## src/rtl/rfwg_pkg.sv

```systemverilog
// Package for the rectangle fill write generator.
// Holds coordinate width, command codes, register indexes and outline segment codes.
// No dependencies.
package rfwg_pkg;

  // Coordinate width; edge coordinates carry one more bit
  localparam int COORD_BITS = 12;
  localparam int EDGE_BITS  = COORD_BITS + 1;

  // Field and register widths
  localparam int CMD_BITS   = 2;
  localparam int COLOR_BITS = 24;
  localparam int ADDR_BITS  = 32;
  localparam int PITCH_BITS = 16;
  localparam int PB_BITS    = 3;
  localparam int CFG_IDX_BITS  = 3;
  localparam int CFG_DATA_BITS = 32;

  // Command codes
  localparam logic [CMD_BITS-1:0] CMD_FILL_RECT    = 2'd0;
  localparam logic [CMD_BITS-1:0] CMD_OUTLINE_RECT = 2'd1;
  localparam logic [CMD_BITS-1:0] CMD_FILL_SCREEN  = 2'd2;
  localparam logic [CMD_BITS-1:0] CMD_STEP         = 2'd3;

  // Configuration register indexes
  localparam logic [CFG_IDX_BITS-1:0] CFG_BASE_ADDRESS  = 3'd0;
  localparam logic [CFG_IDX_BITS-1:0] CFG_LINE_PITCH    = 3'd1;
  localparam logic [CFG_IDX_BITS-1:0] CFG_PIXEL_BYTES   = 3'd2;
  localparam logic [CFG_IDX_BITS-1:0] CFG_SCREEN_WIDTH  = 3'd3;
  localparam logic [CFG_IDX_BITS-1:0] CFG_SCREEN_HEIGHT = 3'd4;

  // Configuration reset values
  localparam logic [ADDR_BITS-1:0]  RST_BASE_ADDRESS  = 32'd0;
  localparam logic [PITCH_BITS-1:0] RST_LINE_PITCH    = 16'd3072;
  localparam logic [PB_BITS-1:0]    RST_PIXEL_BYTES   = 3'd3;
  localparam logic [COORD_BITS-1:0] RST_SCREEN_WIDTH  = COORD_BITS'(1024);
  localparam logic [COORD_BITS-1:0] RST_SCREEN_HEIGHT = COORD_BITS'(768);

  // Job kinds
  localparam logic KIND_FILLED  = 1'b0;
  localparam logic KIND_OUTLINE = 1'b1;

  // Outline segments, in drawing order
  localparam logic [1:0] SEG_LEFT   = 2'd0;
  localparam logic [1:0] SEG_RIGHT  = 2'd1;
  localparam logic [1:0] SEG_TOP    = 2'd2;
  localparam logic [1:0] SEG_BOTTOM = 2'd3;

endpackage

```

## src/rtl/rectangle_fill_write_generator_unit.sv

```systemverilog
// Rectangle fill write generator: turns drawing jobs into a stream of pixel writes.
// Depends on rfwg_pkg.
//
//   channel   direction  handshake          payload
//   in_       input      in_valid/in_stall  cmd, pos_x, pos_y, rect_width, rect_height,
//                                           draw_color
//   out_      output     out_valid/out_stall write_address, pixel_color, last_write
//   cfg_      input      cfg_wr_en          cfg_index, cfg_wdata
//
// One request per clock unless in_stall is high: a request waits in the input register,
// the job state and the address (a y*pitch and an x*bytes multiply plus a three-way add)
// are computed from it, and the write lands in the result register, so out_valid rises
// once a step of an active job has passed both registers. out_stall holds the result
// register and, once the input register is also occupied, raises in_stall. Reset
// (rst_n low, synchronous) empties both registers, idles the job and restores
// register defaults.
module rectangle_fill_write_generator_unit (
  input  logic                                    clk,
  input  logic                                    rst_n,
  // configuration
  input  logic                                    cfg_wr_en,
  input  logic [rfwg_pkg::CFG_IDX_BITS-1:0]       cfg_index,
  input  logic [rfwg_pkg::CFG_DATA_BITS-1:0]      cfg_wdata,
  // request channel
  input  logic                                    in_valid,
  output logic                                    in_stall,
  input  logic [rfwg_pkg::CMD_BITS-1:0]           in_cmd,
  input  logic [rfwg_pkg::COORD_BITS-1:0]         in_pos_x,
  input  logic [rfwg_pkg::COORD_BITS-1:0]         in_pos_y,
  input  logic [rfwg_pkg::COORD_BITS-1:0]         in_rect_width,
  input  logic [rfwg_pkg::COORD_BITS-1:0]         in_rect_height,
  input  logic [rfwg_pkg::COLOR_BITS-1:0]         in_draw_color,
  // write channel
  output logic                                    out_valid,
  input  logic                                    out_stall,
  output logic [rfwg_pkg::ADDR_BITS-1:0]          out_write_address,
  output logic [rfwg_pkg::COLOR_BITS-1:0]         out_pixel_color,
  output logic                                    out_last_write
);
  import rfwg_pkg::*;

  // configuration registers
  logic [ADDR_BITS-1:0]  base_address_r;
  logic [PITCH_BITS-1:0] line_pitch_r;
  logic [PB_BITS-1:0]    pixel_bytes_r;
  logic [COORD_BITS-1:0] screen_width_r;
  logic [COORD_BITS-1:0] screen_height_r;

  // input register
  logic                  in_valid_r;
  logic [CMD_BITS-1:0]   cmd_r;
  logic [COORD_BITS-1:0] pos_x_r;
  logic [COORD_BITS-1:0] pos_y_r;
  logic [COORD_BITS-1:0] rect_w_r;
  logic [COORD_BITS-1:0] rect_h_r;
  logic [COLOR_BITS-1:0] draw_color_r;

  // job state
  logic                  job_active_r, job_active_nxt;
  logic                  job_kind_r, job_kind_nxt;
  logic [1:0]            seg_r, seg_nxt;
  logic [COORD_BITS-1:0] org_x_r, org_x_nxt;
  logic [COORD_BITS-1:0] org_y_r, org_y_nxt;
  logic [COORD_BITS-1:0] span_w_r, span_w_nxt;
  logic [COORD_BITS-1:0] span_h_r, span_h_nxt;
  logic [COORD_BITS-1:0] col_r, col_nxt;
  logic [COORD_BITS-1:0] row_r, row_nxt;
  logic [COLOR_BITS-1:0] job_color_r, job_color_nxt;

  // result register
  logic                  out_valid_r;
  logic [ADDR_BITS-1:0]  addr_r;
  logic [COLOR_BITS-1:0] color_r;
  logic                  last_r;

  // handshake
  logic advance, fire, in_accept;
  logic res_valid, res_last;
  logic [EDGE_BITS-1:0] px, py;
  logic [EDGE_BITS-1:0] col_inc, row_inc;
  logic col_end, row_end;
  logic [EDGE_BITS+PITCH_BITS-1:0] row_off;
  logic [EDGE_BITS+PB_BITS-1:0]    col_off;
  logic [ADDR_BITS-1:0]            addr_nxt;

  assign advance   = !out_valid_r || !out_stall;
  assign fire      = in_valid_r && advance;
  assign in_stall  = in_valid_r && !advance;
  assign in_accept = in_valid && !in_stall;

  // configuration writes
  always_ff @(posedge clk) begin
    if (!rst_n) begin
      base_address_r  <= RST_BASE_ADDRESS;
      line_pitch_r    <= RST_LINE_PITCH;
      pixel_bytes_r   <= RST_PIXEL_BYTES;
      screen_width_r  <= RST_SCREEN_WIDTH;
      screen_height_r <= RST_SCREEN_HEIGHT;
    end else if (cfg_wr_en) begin
      case (cfg_index)
        CFG_BASE_ADDRESS:  base_address_r  <= cfg_wdata[ADDR_BITS-1:0];
        CFG_LINE_PITCH:    line_pitch_r    <= cfg_wdata[PITCH_BITS-1:0];
        CFG_PIXEL_BYTES:   pixel_bytes_r   <= cfg_wdata[PB_BITS-1:0];
        CFG_SCREEN_WIDTH:  screen_width_r  <= cfg_wdata[COORD_BITS-1:0];
        CFG_SCREEN_HEIGHT: screen_height_r <= cfg_wdata[COORD_BITS-1:0];
        default: ;
      endcase
    end
  end

  // input register
  always_ff @(posedge clk) begin
    if (!rst_n) begin
      in_valid_r <= 1'b0;
    end else if (in_accept) begin
      in_valid_r <= 1'b1;
    end else if (fire) begin
      in_valid_r <= 1'b0;
    end
  end

  always_ff @(posedge clk) begin
    if (in_accept) begin
      cmd_r        <= in_cmd;
      pos_x_r      <= in_pos_x;
      pos_y_r      <= in_pos_y;
      rect_w_r     <= in_rect_width;
      rect_h_r     <= in_rect_height;
      draw_color_r <= in_draw_color;
    end
  end

  // end-of-span tests
  assign col_inc = {1'b0, col_r} + EDGE_BITS'(1);
  assign row_inc = {1'b0, row_r} + EDGE_BITS'(1);
  assign col_end = col_inc >= {1'b0, span_w_r};
  assign row_end = row_inc >= {1'b0, span_h_r};

  // job update and pixel position for the request in the input register
  always_comb begin
    job_active_nxt = job_active_r;
    job_kind_nxt   = job_kind_r;
    seg_nxt        = seg_r;
    org_x_nxt      = org_x_r;
    org_y_nxt      = org_y_r;
    span_w_nxt     = span_w_r;
    span_h_nxt     = span_h_r;
    col_nxt        = col_r;
    row_nxt        = row_r;
    job_color_nxt  = job_color_r;
    res_valid      = 1'b0;
    res_last       = 1'b0;
    px             = {1'b0, org_x_r} + {1'b0, col_r};
    py             = {1'b0, org_y_r} + {1'b0, row_r};
    case (cmd_r)
      CMD_FILL_RECT, CMD_OUTLINE_RECT, CMD_FILL_SCREEN: begin
        job_kind_nxt  = (cmd_r == CMD_OUTLINE_RECT) ? KIND_OUTLINE : KIND_FILLED;
        org_x_nxt     = (cmd_r == CMD_FILL_SCREEN) ? '0 : pos_x_r;
        org_y_nxt     = (cmd_r == CMD_FILL_SCREEN) ? '0 : pos_y_r;
        span_w_nxt    = (cmd_r == CMD_FILL_SCREEN) ? screen_width_r : rect_w_r;
        span_h_nxt    = (cmd_r == CMD_FILL_SCREEN) ? screen_height_r : rect_h_r;
        job_color_nxt = draw_color_r;
        seg_nxt       = SEG_LEFT;
        col_nxt       = '0;
        row_nxt       = '0;
        job_active_nxt = (span_w_nxt != '0) && (span_h_nxt != '0);
      end
      CMD_STEP: begin
        if (job_active_r) begin
          res_valid = 1'b1;
          if (job_kind_r == KIND_FILLED) begin
            // row-major walk
            res_last = col_end && row_end;
            if (col_end) begin
              col_nxt = '0;
              row_nxt = row_inc[COORD_BITS-1:0];
            end else begin
              col_nxt = col_inc[COORD_BITS-1:0];
            end
          end else if (seg_r == SEG_LEFT || seg_r == SEG_RIGHT) begin
            // vertical edges
            px = (seg_r == SEG_LEFT) ? {1'b0, org_x_r}
                                     : {1'b0, org_x_r} + {1'b0, span_w_r} - EDGE_BITS'(1);
            if (row_end) begin
              row_nxt = '0;
              seg_nxt = seg_r + 2'd1;
            end else begin
              row_nxt = row_inc[COORD_BITS-1:0];
            end
          end else begin
            // horizontal edges
            py = (seg_r == SEG_TOP) ? {1'b0, org_y_r}
                                    : {1'b0, org_y_r} + {1'b0, span_h_r} - EDGE_BITS'(1);
            if (col_end) begin
              col_nxt  = '0;
              res_last = (seg_r == SEG_BOTTOM);
              seg_nxt  = seg_r + 2'd1;
            end else begin
              col_nxt = col_inc[COORD_BITS-1:0];
            end
          end
          if (res_last) begin
            job_active_nxt = 1'b0;
          end
        end
      end
      default: ;
    endcase
  end

  // byte address: base + y*pitch + x*bytes, wrapping at 32 bits
  assign row_off  = {{PITCH_BITS{1'b0}}, py} * {{EDGE_BITS{1'b0}}, line_pitch_r};
  assign col_off  = {{PB_BITS{1'b0}}, px} * {{EDGE_BITS{1'b0}}, pixel_bytes_r};
  assign addr_nxt = base_address_r + ADDR_BITS'(row_off) + ADDR_BITS'(col_off);

  // job state registers
  always_ff @(posedge clk) begin
    if (!rst_n) begin
      job_active_r <= 1'b0;
      job_kind_r   <= KIND_FILLED;
      seg_r        <= SEG_LEFT;
      org_x_r      <= '0;
      org_y_r      <= '0;
      span_w_r     <= '0;
      span_h_r     <= '0;
      col_r        <= '0;
      row_r        <= '0;
      job_color_r  <= '0;
    end else if (fire) begin
      job_active_r <= job_active_nxt;
      job_kind_r   <= job_kind_nxt;
      seg_r        <= seg_nxt;
      org_x_r      <= org_x_nxt;
      org_y_r      <= org_y_nxt;
      span_w_r     <= span_w_nxt;
      span_h_r     <= span_h_nxt;
      col_r        <= col_nxt;
      row_r        <= row_nxt;
      job_color_r  <= job_color_nxt;
    end
  end

  // result register
  always_ff @(posedge clk) begin
    if (!rst_n) begin
      out_valid_r <= 1'b0;
    end else if (fire) begin
      out_valid_r <= res_valid;
    end else if (!out_stall) begin
      out_valid_r <= 1'b0;
    end
  end

  always_ff @(posedge clk) begin
    if (fire && res_valid) begin
      addr_r  <= addr_nxt;
      color_r <= job_color_r;
      last_r  <= res_last;
    end
  end

  assign out_valid         = out_valid_r;
  assign out_write_address = addr_r;
  assign out_pixel_color   = color_r;
  assign out_last_write    = last_r;

endmodule
```

## config.mk

```make
export PLATFORM = sky130hd
export DESIGN_NAME = rectangle_fill_write_generator_unit
export DESIGN_NICKNAME = d
export VERILOG_FILES = /design/src/rtl/rfwg_pkg.sv /design/src/rtl/rectangle_fill_write_generator_unit.sv
export SDC_FILE = /design/constraint.sdc
export NUM_CORES = 1
export LEC_CHECK = 0
export BUFFER_PORTS_ARGS = -buffer_cell sky130_fd_sc_hd__buf_2
export CORE_MARGIN = 2
export CORE_UTILIZATION = 30
export CTS_CLUSTER_DIAMETER = 200
export DETAILED_ROUTE_END_ITERATION = 8
export HOLD_SLACK_MARGIN = 0.06
export REMOVE_ABC_BUFFERS = 1
export SLEW_MARGIN = 0
export SYNTH_ARGS = -nofsm -noshare
export SYNTH_HDL_FRONTEND = slang
export SYNTH_SLANG_ARGS = --single-unit
```

## constraint.sdc

```tcl
create_clock -name clk -period 8.3 [get_ports clk]
set_input_delay 0.83 -clock clk [delete_from_list [all_inputs] [get_ports clk]]
set_output_delay 0.83 -clock clk [all_outputs]
set_load 0.005 [all_outputs]
```

==> results of run 1 <==
==> worst reg2reg max path, delay by kind of cell (launching register included) <==
kind	cells	cell delay (ns)
compound gates	9	1.66
simple gates	5	0.88
xor+xnor	2	0.28
flops	1	0.33
buf+inv	6	0.73
fa+ha+maj	10	3.98
==> area by class of cell <==
class	instances	area share [%]
Clock buffer	51	3.90
Inverter	418	5.56
Sequential cell	308	26.5
Multi-Input combinational cell	1737	51.5
Timing Repair Buffer	312	6.93
Antenna cell	3	0.0266
Clock inverter	19	1.06
Tap cell	1040	4.60
==> sequential cells by signal (all words and copies together) (netlist names), 16 cells and up <==
| register | flops |
|---|---|
| out_pixel_color | 24 |
| line_pitch_r | 16 |
| draw_color_r | 24 |
| out_write_address | 32 |
| base_address_r | 32 |
| job_color_r | 24 |
==> logic make-up after synthesis <==
| family | Yosys count | synth area share (%) |
|---|---|---|
| compound gates | 416 | 11.0 |
| xor+xnor | 79 | 2.94 |
| fa+ha+maj | 425 | 29.7 |
| buf+inv | 520 | 8.36 |
| flops | 308 | 31.8 |
| mux | 40 | 1.72 |
| simple gates | 777 | 14.5 |
==> timing repair <==
action / in CTS / in global routing
resized for setup: 25 / 88
gates cloned: 0 / 1
buffers inserted: 2 / 13
endpoints found under the setup margin: 9 / 14
pin swaps: 14 / 42
==> metrics by stage <==
| step | hold slack [ns] | worst slack (ns) | util [%] | std cells |
|---|---|---|---|---|
| 3_5_place_dp | 0.415 | -0.359 | 33.9 | 3799 |
| 2_1_floorplan | 0.408 | 0.244 | - | 2463 |
| 5_1_grt | 0.385 | -0.143 | 36.4 | 3887 |
| 4_1_cts | 0.380 | 0.0117 | 35.8 | 3871 |
| 3_3_place_gp | 0.412 | -0.208 | 33.9 | 3799 |
| 6_report | 0.414 | 0.179 | 36.4 | 3888 |
==> metal layers <==
layer	GRT usage, %	wire [um]
met5	0	0
met4	4.17	1600
met3	2.01	3050
met2	27.0	30500
met1	21.2	29100
==> worst max path at each step <==
stage,cells after the start,slack [ns],to,from
final,32,0.18,out_write_address[30],span_h_r[1]
after CTS,38,0.01,out_write_address[25],span_w_r[1]
after global routing,32,-0.14,out_write_address[30],span_h_r[1]
after floorplan,33,0.24,out_write_address[30],org_x_r[1]
after global placement,38,-0.21,out_write_address[25],span_w_r[1]
after detailed placement,38,-0.36,out_write_address[25],span_w_r[1]
==> cells in the final DEF (no fill, tap or decap), types with 6 or more instances in the layout <==
cell and n:
a211oi_1 38, a21boi_0 10, a21o_1 14, a21oi_1 168
a21oi_2 7, a22oi_1 33, a31oi_1 10, and2_1 60
and3_1 17, buf_2 172, buf_4 131, buf_6 6
clkbuf_16 40, clkbuf_8 6, clkinv_2 6, dfxtp_1 172
edfxtp_1 131, fa_1 219, ha_1 191, ha_4 10
inv_1 405, inv_2 12, mux2i_1 37, nand2_1 418
nand2b_1 18, nand3_1 48, nor2_1 120, nor2b_1 22
nor3_1 16, nor4_1 13, o211ai_1 6, o21a_1 9
o21ai_0 44, o21ai_1 10, o21bai_1 7, o22ai_1 8
or3_1 10, xnor2_1 45, xor2_1 34
==> report_power, final <==
group	switching [mW]	internal [mW]	leakage, nW	total, mW
clock	0.747	1.11	0.691	1.86
sequential	0.0364	1.63	2.74	1.67
combinational	0.319	0.241	9.48	0.560
total	1.10	2.98	12.9	4.09
==> key figures, run 1 <==
Run status
  – Run status: finished, final reports clean

Timing
  – Final hold vios: 0
  – Fin crit period: 8.12 ns
  – Clock Skews: 0.0329 ns
  – Worst-Margin Slew: 0.993 ns
  – Final period util: 97.8%
  – Fmax: 123 MHz
  – Fin Setup TNS: 0 ns
  – Max-slew violation count: 0
  – Normalized max-slew margin: 33.8%
  – RSZ-0062 raised after global routing: true
  – # setup viols final: 0

Finish
  – Layout area overhead: 20.1%
  – Post-layout net count: 3,354
  – Fill cells: 8,002
  – Layout cells sized above 1: 16.5%
  – Register area: 7480 sq um
  – Fin area: 28,300 sq um
  – Area of the multi-input gates: 14,500 sq um

Hold path
  – Hold endpoint: rect_w_r[2]
  – Hold_sp: in_rect_width[2]
  – Hold Crit Class: input port to flop
  – Hold path cells: 1

Power
  – Maximum vdd drop: 0.161 mV
  – Total power: 4.09 mW
  – Cell area power density: 145 nW/um^2
  – Leak: 12.9 nW

GRT
  – Number of global-route vias before repair: 18,300
  – Total GRT Usage: 15.9%
  – Initial antenna violation count: 5
  – Largest net degree at the start of global routing: 76
  – Grt ovf: 0
  – First-pass GRT wire length: 102,000 um

Die
  – Site row count: 102
  – Initial Util: 30.3%
  – Core ar.: 77,600 sq um
  – Ports: 173
  – Die width: 284 um
  – Chip height: 284 um
  – Die Area: 80,700 sq um

Synthesis
  – Share of the synthesized area in the top cell type: 19.0%
  – Main synth FF type: dfxtp_1
  – Seq cells post-synth: 308
  – Top area cells in the synthesized netlist: fa_1 (19%), edfxtp_1 (17%), dfxtp_1 (15%)
  – Top-count cell post-synth: nand2_1
  – Synthesized area: 23,500 sq um
  – Number of synthesized flops with an enable pin: 131
  – Synth warnings: 0
  – Netlist cell types: 64
  – Mapped Cells: 2,565
  – Syn avg cell area: 9.18 sq um
  – Leading area contributor after synthesis: fa_1
  – Async set-or-reset flop fraction in the synthesized netlist: 0%
  – Top cells by count, synth: nand2_1 (423), inv_1 (418), fa_1 (223)
  – Seq/Total Area, Yosys: 31.8%

Route
  – DR vias: 18,100
  – Antenna Violating Nets Remaining: 0
  – Drt total wl: 64,200 um
  – DR pass1 iterations: 5
  – DRC viols: 0
  – Vias per inst: 4.66
  – DRT iter0 DRCs: 1,018
  – Drt wl/cell: 16.5 um

Clocking
  – Root Buffer: clkbuf_16
  – TritonCTS Buffers: 38
  – TritonCTS clock tree: built
  – H-tree depth: 2
  – Hold_buf cts: 0
  – CTS Sinks: 308
  – Clk buf depth: 3
  – Clock Pin Slew Worst Setup and Hold Paths: 0.06 ns
  – Clock Latency Late Sink: 0.59 ns

Worst setup path
  – Crit Path Category: flop to flop
  – Critical R2R Launch: span_h_r[1]
  – CP peak stage delay: 0.56 ns
  – Critical Path Most Common Cell: fa_1
  – Worst R2R Path Depth: 32
  – Max stage delay cell, worst path: fa_1
  – Setup crit start kind: flop
  – Reg2reg end: out_write_address[30]
  – Delay-heaviest family, CP: adder cells
  – CP bufs+invs: 6
  – Nature of the critical path endpoint: flop
  – R2r setup slk: 0.18 ns
  – Crit path arrival time: 8.44 ns
  – Critical path peak fanout: 6
  – Critical path data required time: 8.61 ns

Placed design
  – Hpwl dp: 49,200 um
  – Routability Congestion: 0.865
  – IO buf count: 172
  – DP Area: 26,300 sq um

Job
  – Max_cap viols: 0
(Power assumes the default switching activity.)
==> run 2: changes to the inputs <==
Settings changed: CORE_MARGIN 2 to 8.
Clock period 8.3 ns to 7.04 ns, I/O delays scaled along.
==> run 2 against run 1 <==
- cell count increased by 5.7%
- sequential cell count unchanged
- fmax is 0.64% higher
- the run now ends with setup timing left
- non-clock buffer count up 223
- first-iteration DRC count down 0.39%
- via count grew 5.3%
- critical path depth increased by 1
- register-to-register slack lost 1.2 ns
- worst hold slack got worse by 0.12 ns
- highest routed layer is now met5
- largest cell class unchanged
- combinational power up 42%
- sequential share of layout area shrank 1.9 points
==> key figures, run 2 (synthesized netlist as in run 1, its figures left out) <==
Worst setup path
  – Max stage delay cell, worst path: fa_1
  – Crit Path Category: flop to flop
  – Setup crit start kind: flop
  – Reg2reg end: out_write_address[30]
  – Nature of the critical path endpoint: flop
  – Crit path arrival time: 8.37 ns
  – R2r setup slk: -1.03 ns
  – Critical path peak fanout: 4
  – CP peak stage delay: 0.52 ns
  – Critical R2R Launch: span_h_r[1]
  – Critical path data required time: 7.34 ns
  – Worst R2R Path Depth: 33
  – Critical Path Most Common Cell: fa_1

Power
  – Cell area power density: 157 nW/um^2
  – Leak: 14.1 nW
  – Maximum vdd drop: 0.176 mV

Timing
  – Normalized max-slew margin: 30.9%
  – Clock Skews: 0.0462 ns
  – Final WS setup: -1.03 ns
  – Max-slew violation count: 0
  – Fmax: 124 MHz
  – RSZ-0062 raised after global routing: true
  – Final hold vios: 0
  – # setup viols final: 23
  – Fin crit period: 8.07 ns
  – Worst-Margin Slew: 1.04 ns
  – Final Hold Slack: 0.290 ns
  – Final period util: 115%

Die
  – Ports: 173
  – Die Area: 87,700 sq um
  – Initial Util: 30.3%
  – Site row count: 102
  – Die width: 296 um
  – Chip height: 296 um
  – Core ar.: 77,600 sq um

Clocking
  – CTS Sinks: 308
  – Root Buffer: clkbuf_16
  – TritonCTS clock tree: built
  – Clk buf depth: 3
  – TritonCTS Buffers: 38
  – Hold_buf cts: 0
  – Clock Pin Slew Worst Setup and Hold Paths: 0.06 ns
  – Clock Latency Late Sink: 0.59 ns
  – H-tree depth: 2

Finish
  – Fill cells: 7,827
  – Post-layout net count: 3,577
  – Most frequent cells in the layout: nand2_1 (415), inv_1 (385), buf_4 (325), fa_1 (212), ha_1 (184)
  – Fin area: 30,400 sq um
  – Layout area overhead: 29.3%
  – Layout cells sized above 1: 25.4%
  – Commonest non-fill, non-tap cell in the layout: nand2_1

GRT
  – Initial antenna violation count: 5
  – Total GRT Usage: 15.4%
  – Grt ovf: 0
  – Number of global-route vias before repair: 19,400
  – First-pass GRT wire length: 107,000 um
  – Largest net degree at the start of global routing: 86

Job
  – Max_cap viols: 0

Run status
  – Run status: finished, violations left
  – Failing checks: setup timing

Route
  – DRC viols: 0
  – DR vias: 19,100
  – DR pass1 iterations: 5
  – Drt wl/cell: 16.4 um
  – Antenna Violating Nets Remaining: 0
  – DRT iter0 DRCs: 1,014
  – Vias per inst: 4.64
  – Drt total wl: 67,300 um

Placed design
  – Routability Congestion: 0.883
  – Hpwl dp: 52,200 um
  – DP Area: 27,900 sq um
  – IO buf count: 172

Hold path
  – Hold path cells: 1
  – Hold Crit Class: input port to flop
  – Hold endpoint: draw_color_r[23]
  – Hold_sp: in_draw_color[23]
==> run 2: cell type report <==
type | instances | area [sq um] | share of cell area [%]
Sequential cell | 308 | 7490 | 24.6
Tap cell | 1040 | 1300 | 4.27
Timing Repair Buffer | 535 | 3860 | 12.7
Multi-Input combinational cell | 1737 | 14900 | 49.1
Clock buffer | 45 | 1030 | 3.38
Clock inverter | 25 | 260 | 0.855
Inverter | 418 | 1570 | 5.17
Antenna cell | 1 | 2.50 | 0.00822
==> run 2: critical path: cells and delay by family (launching register included) <==
| kind | cells | cell delay (ns) |
|---|---|---|
| adder cells (fa/ha/maj) | 10 | 3.95 |
| AO/OA/AOI/OAI | 11 | 1.96 |
| flip-flops | 1 | 0.33 |
| XOR/XNOR | 2 | 0.28 |
| buffers and inverters | 7 | 0.79 |
| AND/OR/NAND/NOR | 3 | 0.44 |
==> run 2: worst max path at each step <==
| stage | from | to | slack (ns) | depth (start not counted) |
|---|---|---|---|---|
| after CTS | span_h_r[1] | out_write_address[31] | -1.15 | 37 |
| after floorplan | org_x_r[1] | out_write_address[30] | -1.02 | 33 |
| final | span_h_r[1] | out_write_address[30] | -1.03 | 33 |
| after detailed placement | span_w_r[1] | out_write_address[29] | -1.64 | 38 |
| after global routing | span_h_r[1] | out_write_address[30] | -1.38 | 35 |
| after global placement | span_w_r[1] | out_write_address[30] | -1.51 | 36 |
==> run 2: per-stage QoR <==
| stage | util [%] | worst slack, ns | setup TNS, ns | total power [mW] | std cells |
|---|---|---|---|---|---|
| finish | 39.2 | -1.03 | -14.87 | 4.77 | 4109 |
| CTS | 38.8 | -1.15 | -15.98 | 4.81 | 4098 |
| global placement | 36.0 | -1.51 | -23.13 | 2.69 | 4000 |
| detailed placement | 36.0 | -1.64 | -25.06 | 2.70 | 4000 |
| floorplan | - | -1.02 | -12.44 | 2.39 | 2463 |
| global route | 39.2 | -1.38 | -21.85 | 5.00 | 4109 |
==> run 2: metal layers <==
metal / wire [um] / global-route usage (%) / share of wire [%] / vias up
met1: 30100 / 20.3 / 45 / 9213
li1: - / - / - / 9304
met5: 13 / 0 / 0.019 / -
met2: 32000 / 26.2 / 48 / 431
met3: 3120 / 1.86 / 4.6 / 119
met4: 2090 / 4.65 / 3.1 / 2
==> run 2: power by group <==
| group | internal [mW] | switching [mW] |
|---|---|---|
| clock | 1.15 | 0.867 |
| sequential | 1.92 | 0.0380 |
| combinational | 0.372 | 0.420 |
==> run 2: what timing repair did <==
item                       CTS  global route
pin swaps                   75            50
gates resized for setup    158            67
buffers inserted            39            10
setup endpoints to repair   23            24
cloned                       1             0
==> run 3: changes to the inputs <==
Settings changed: ABC_AREA set to 1.
==> run 3 against run 2 <==
- the flow now finishes without violations
- sequential power about the same
- worst hold slack gained 0.018 ns
- highest routed layer unchanged
- combinational power grew 72%
- largest power group unchanged
- cell count increased by 7.4%
- count of clock-buffer cells in the layout rose by 12
- fmax rose by 17%
==> key figures, run 3 <==
Placed design
  – Hpwl dp: 56,900 um
  – Dpl ws: -0.267 ns
  – Placed Cells: 4,301
  – Routability Congestion: 0.965
  – IO buf count: 172

Finish
  – Layout area overhead: 27.6%
  – Commonest non-fill, non-tap cell in the layout: inv_1
  – Layout cells sized above 1: 24.2%
  – Most frequent cells in the layout: inv_1 (522), nand2_1 (446), nor2_1 (266), buf_4 (260), fa_1 (212)
  – Fin cells: 4,412
  – Post-layout net count: 3,855
  – Fill cells: 8,174
  – Finished Core Util: 38.5%

GRT
  – Number of global-route vias before repair: 20,400
  – Largest net degree at the start of global routing: 79
  – Total GRT Usage: 15.6%
  – First-pass GRT wire length: 112,000 um
  – Initial antenna violation count: 9
  – Grt ovf: 0

Route
  – DRT iter0 DRCs: 1,215
  – Drt total wl: 73,500 um
  – Antenna Violating Nets Remaining: 0
  – Vias per inst: 4.60
  – DR pass1 iterations: 5
  – DR vias: 20,300
  – DRC viols: 0
  – Drt wl/cell: 16.7 um

Synthesis
  – Synth warnings: 0
  – Synthesized area: 24,200 sq um
  – Netlist cell types: 47
  – Mapped Cells: 2,907
  – Top area cells in the synthesized netlist: fa_1 (18%), edfxtp_1 (16%), dfxtp_1 (15%)
  – Main synth FF type: dfxtp_1
  – Seq cells post-synth: 308
  – Leading area contributor after synthesis: fa_1
  – Number of synthesized flops with an enable pin: 131
  – Async set-or-reset flop fraction in the synthesized netlist: 0%
  – Top-count cell post-synth: inv_1
  – Syn avg cell area: 8.31 sq um
  – Share of the synthesized area in the top cell type: 18.5%
  – Seq/Total Area, Yosys: 30.9%
  – Top cells by count, synth: inv_1 (561), nand2_1 (478), nor2_1 (293)

Power
  – Leak: 14.7 nW
  – Sequential Power Share: 35.5%
  – P_sw: 1.68 mW
  – Combinational Power Share: 24.3%
  – Maximum vdd drop: 0.180 mV
  – Total power: 5.60 mW
  – Cell area power density: 182 nW/um^2
  – Clock power frac: 40.2%
  – Net Sw Frac: 30.0%
  – P_int: 3.92 mW

Hold path
  – Hold Crit Class: input port to flop

Clocking
  – TritonCTS clock tree: built
  – TritonCTS Buffers: 41
  – H-tree depth: 2
  – Clk buf depth: 3
  – Root Buffer: clkbuf_16
  – Hold_buf cts: 0
  – Clock Pin Slew Worst Setup and Hold Paths: 0.06 ns
  – CTS Sinks: 308
  – Clock Latency Late Sink: 0.57 ns

Die
  – Die Area: 89,900 sq um
  – Chip height: 300 um
  – Die width: 300 um
  – Initial Util: 30.1%
  – Core ar.: 80,200 sq um
  – Ports: 173
  – Site row count: 104

Timing
  – Normalized max-slew margin: 31.1%
  – Max-slew violation count: 0
  – # setup viols final: 0
  – Final period util: 98.3%
  – Worst-Margin Slew: 1.03 ns
  – Fmax: 144 MHz
  – Final hold vios: 0
  – Final WS setup: 0.120 ns
  – Final Hold Slack: 0.308 ns
  – RSZ-0062 raised after global routing: true
  – Fin crit period: 6.92 ns
  – Clock Skews: 0.0168 ns

Worst setup path
  – CP peak stage delay: 0.51 ns
  – Setup crit start kind: flop
  – Critical path peak fanout: 4
  – Crit Path Category: flop to flop
  – Nature of the critical path endpoint: flop
  – Critical Path Most Common Cell: fa_1
  – Critical path data required time: 7.37 ns
  – Crit path arrival time: 7.25 ns
  – Max stage delay cell, worst path: fa_1

Run status
  – Run status: finished, final reports clean

Job
  – Max_cap viols: 0
==> run 3: cell types whose count changed after synthesis, moves of 36 or more <==
cell,change
a211oi_1,-37
a21oi_1,+38
and2_1,-61
clkbuf_1,-36
inv_1,+143
mux2i_1,-37
nand2_1,+55
nand3_1,+103
nor2_1,+167
o21ai_0,+126
==> run 3: final cells by class <==
class / instances / area (sq um) / share of cell area (%)
Timing Repair Buffer: 459 / 3150 / 10.2
Multi-Input combinational cell: 1933 / 15300 / 49.5
Clock buffer: 57 / 1210 / 3.92
Sequential cell: 308 / 7490 / 24.3
Clock inverter: 18 / 238 / 0.771
Tap cell: 1060 / 1330 / 4.30
Inverter: 573 / 2160 / 7.00
Antenna cell: 4 / 10.0 / 0.0325
==> run 3: per-layer routing <==
layer	vias up	GRT usage [%]	share of wire (%)
met4	12	4.38	2.8
met2	576	25.6	45
li1	10000	-	-
met3	140	3.79	6.8
met1	9553	20.4	45
met5	-	0	0.093
==> run 3: final timing paths <==
check | slack (ns) | cells past startpoint | end | from
worst max register to register | 0.12 | 33 | out_write_address[31] | org_y_r[1]
worst min register to register | 0.42 | 0 | out_pixel_color[14] | job_color_r[14]
worst max-delay path | 0.12 | 33 | out_write_address[31] | org_y_r[1]
worst min-delay path | 0.31 | 1 | rect_h_r[0] | in_rect_height[0]
==> run 3: timing repair <==
action	CTS	global route
resized for setup	22	311
setup endpoints to repair	18	21
hold endpoints to repair	0	0
pin swaps	1	105
buffers inserted	0	30
gates cloned	0	2
==> run 3: logic make-up (layout without fill, tap and decap cells) <==
kind of cell | count (synthesis) | in the layout | synth area share [%]
and+or+nand+nor | 981 | 982 | 16.8
AOI/OAI and AO/OA | 462 | 462 | 10.3
other | 0 | 4 | 0
adders and majority gates | 425 | 425 | 28.9
DFF | 308 | 308 | 30.9
muxes | 1 | 1 | 0.0414
xor gates and xnor gates | 63 | 63 | 2.28
buffers and inverters | 667 | 1107 | 10.7
==> run 3: through the flow <==
step                      setup TNS, ns  cell area (sq um)
after detailed placement          -2.58              27900
after global routing             -0.874              30800
after CTS                             0              29400
final                                 0              30800
after floorplan                       0              23700
after global placement            -1.45              27900
==> run 3: critical path, delay by kind of cell (launching register included) <==
family / cells / cell delay (ns)
buffers and inverters: 9 / 0.77
DFF: 1 / 0.33
and+or+nand+nor: 11 / 0.97
AOI/OAI and AO/OA: 3 / 0.59
adders and majority gates: 10 / 4.01
==> run 3: power by group through the flow <==
stage	clock network [mW]	logic (mW)	registers (mW)
floorplan	0	0.665	2.01
global placement	0	1.12	2.02
detailed placement	0	1.13	2.03
CTS	2.32	1.14	1.99
global route	2.38	1.51	2.00
finish	2.25	1.36	1.99
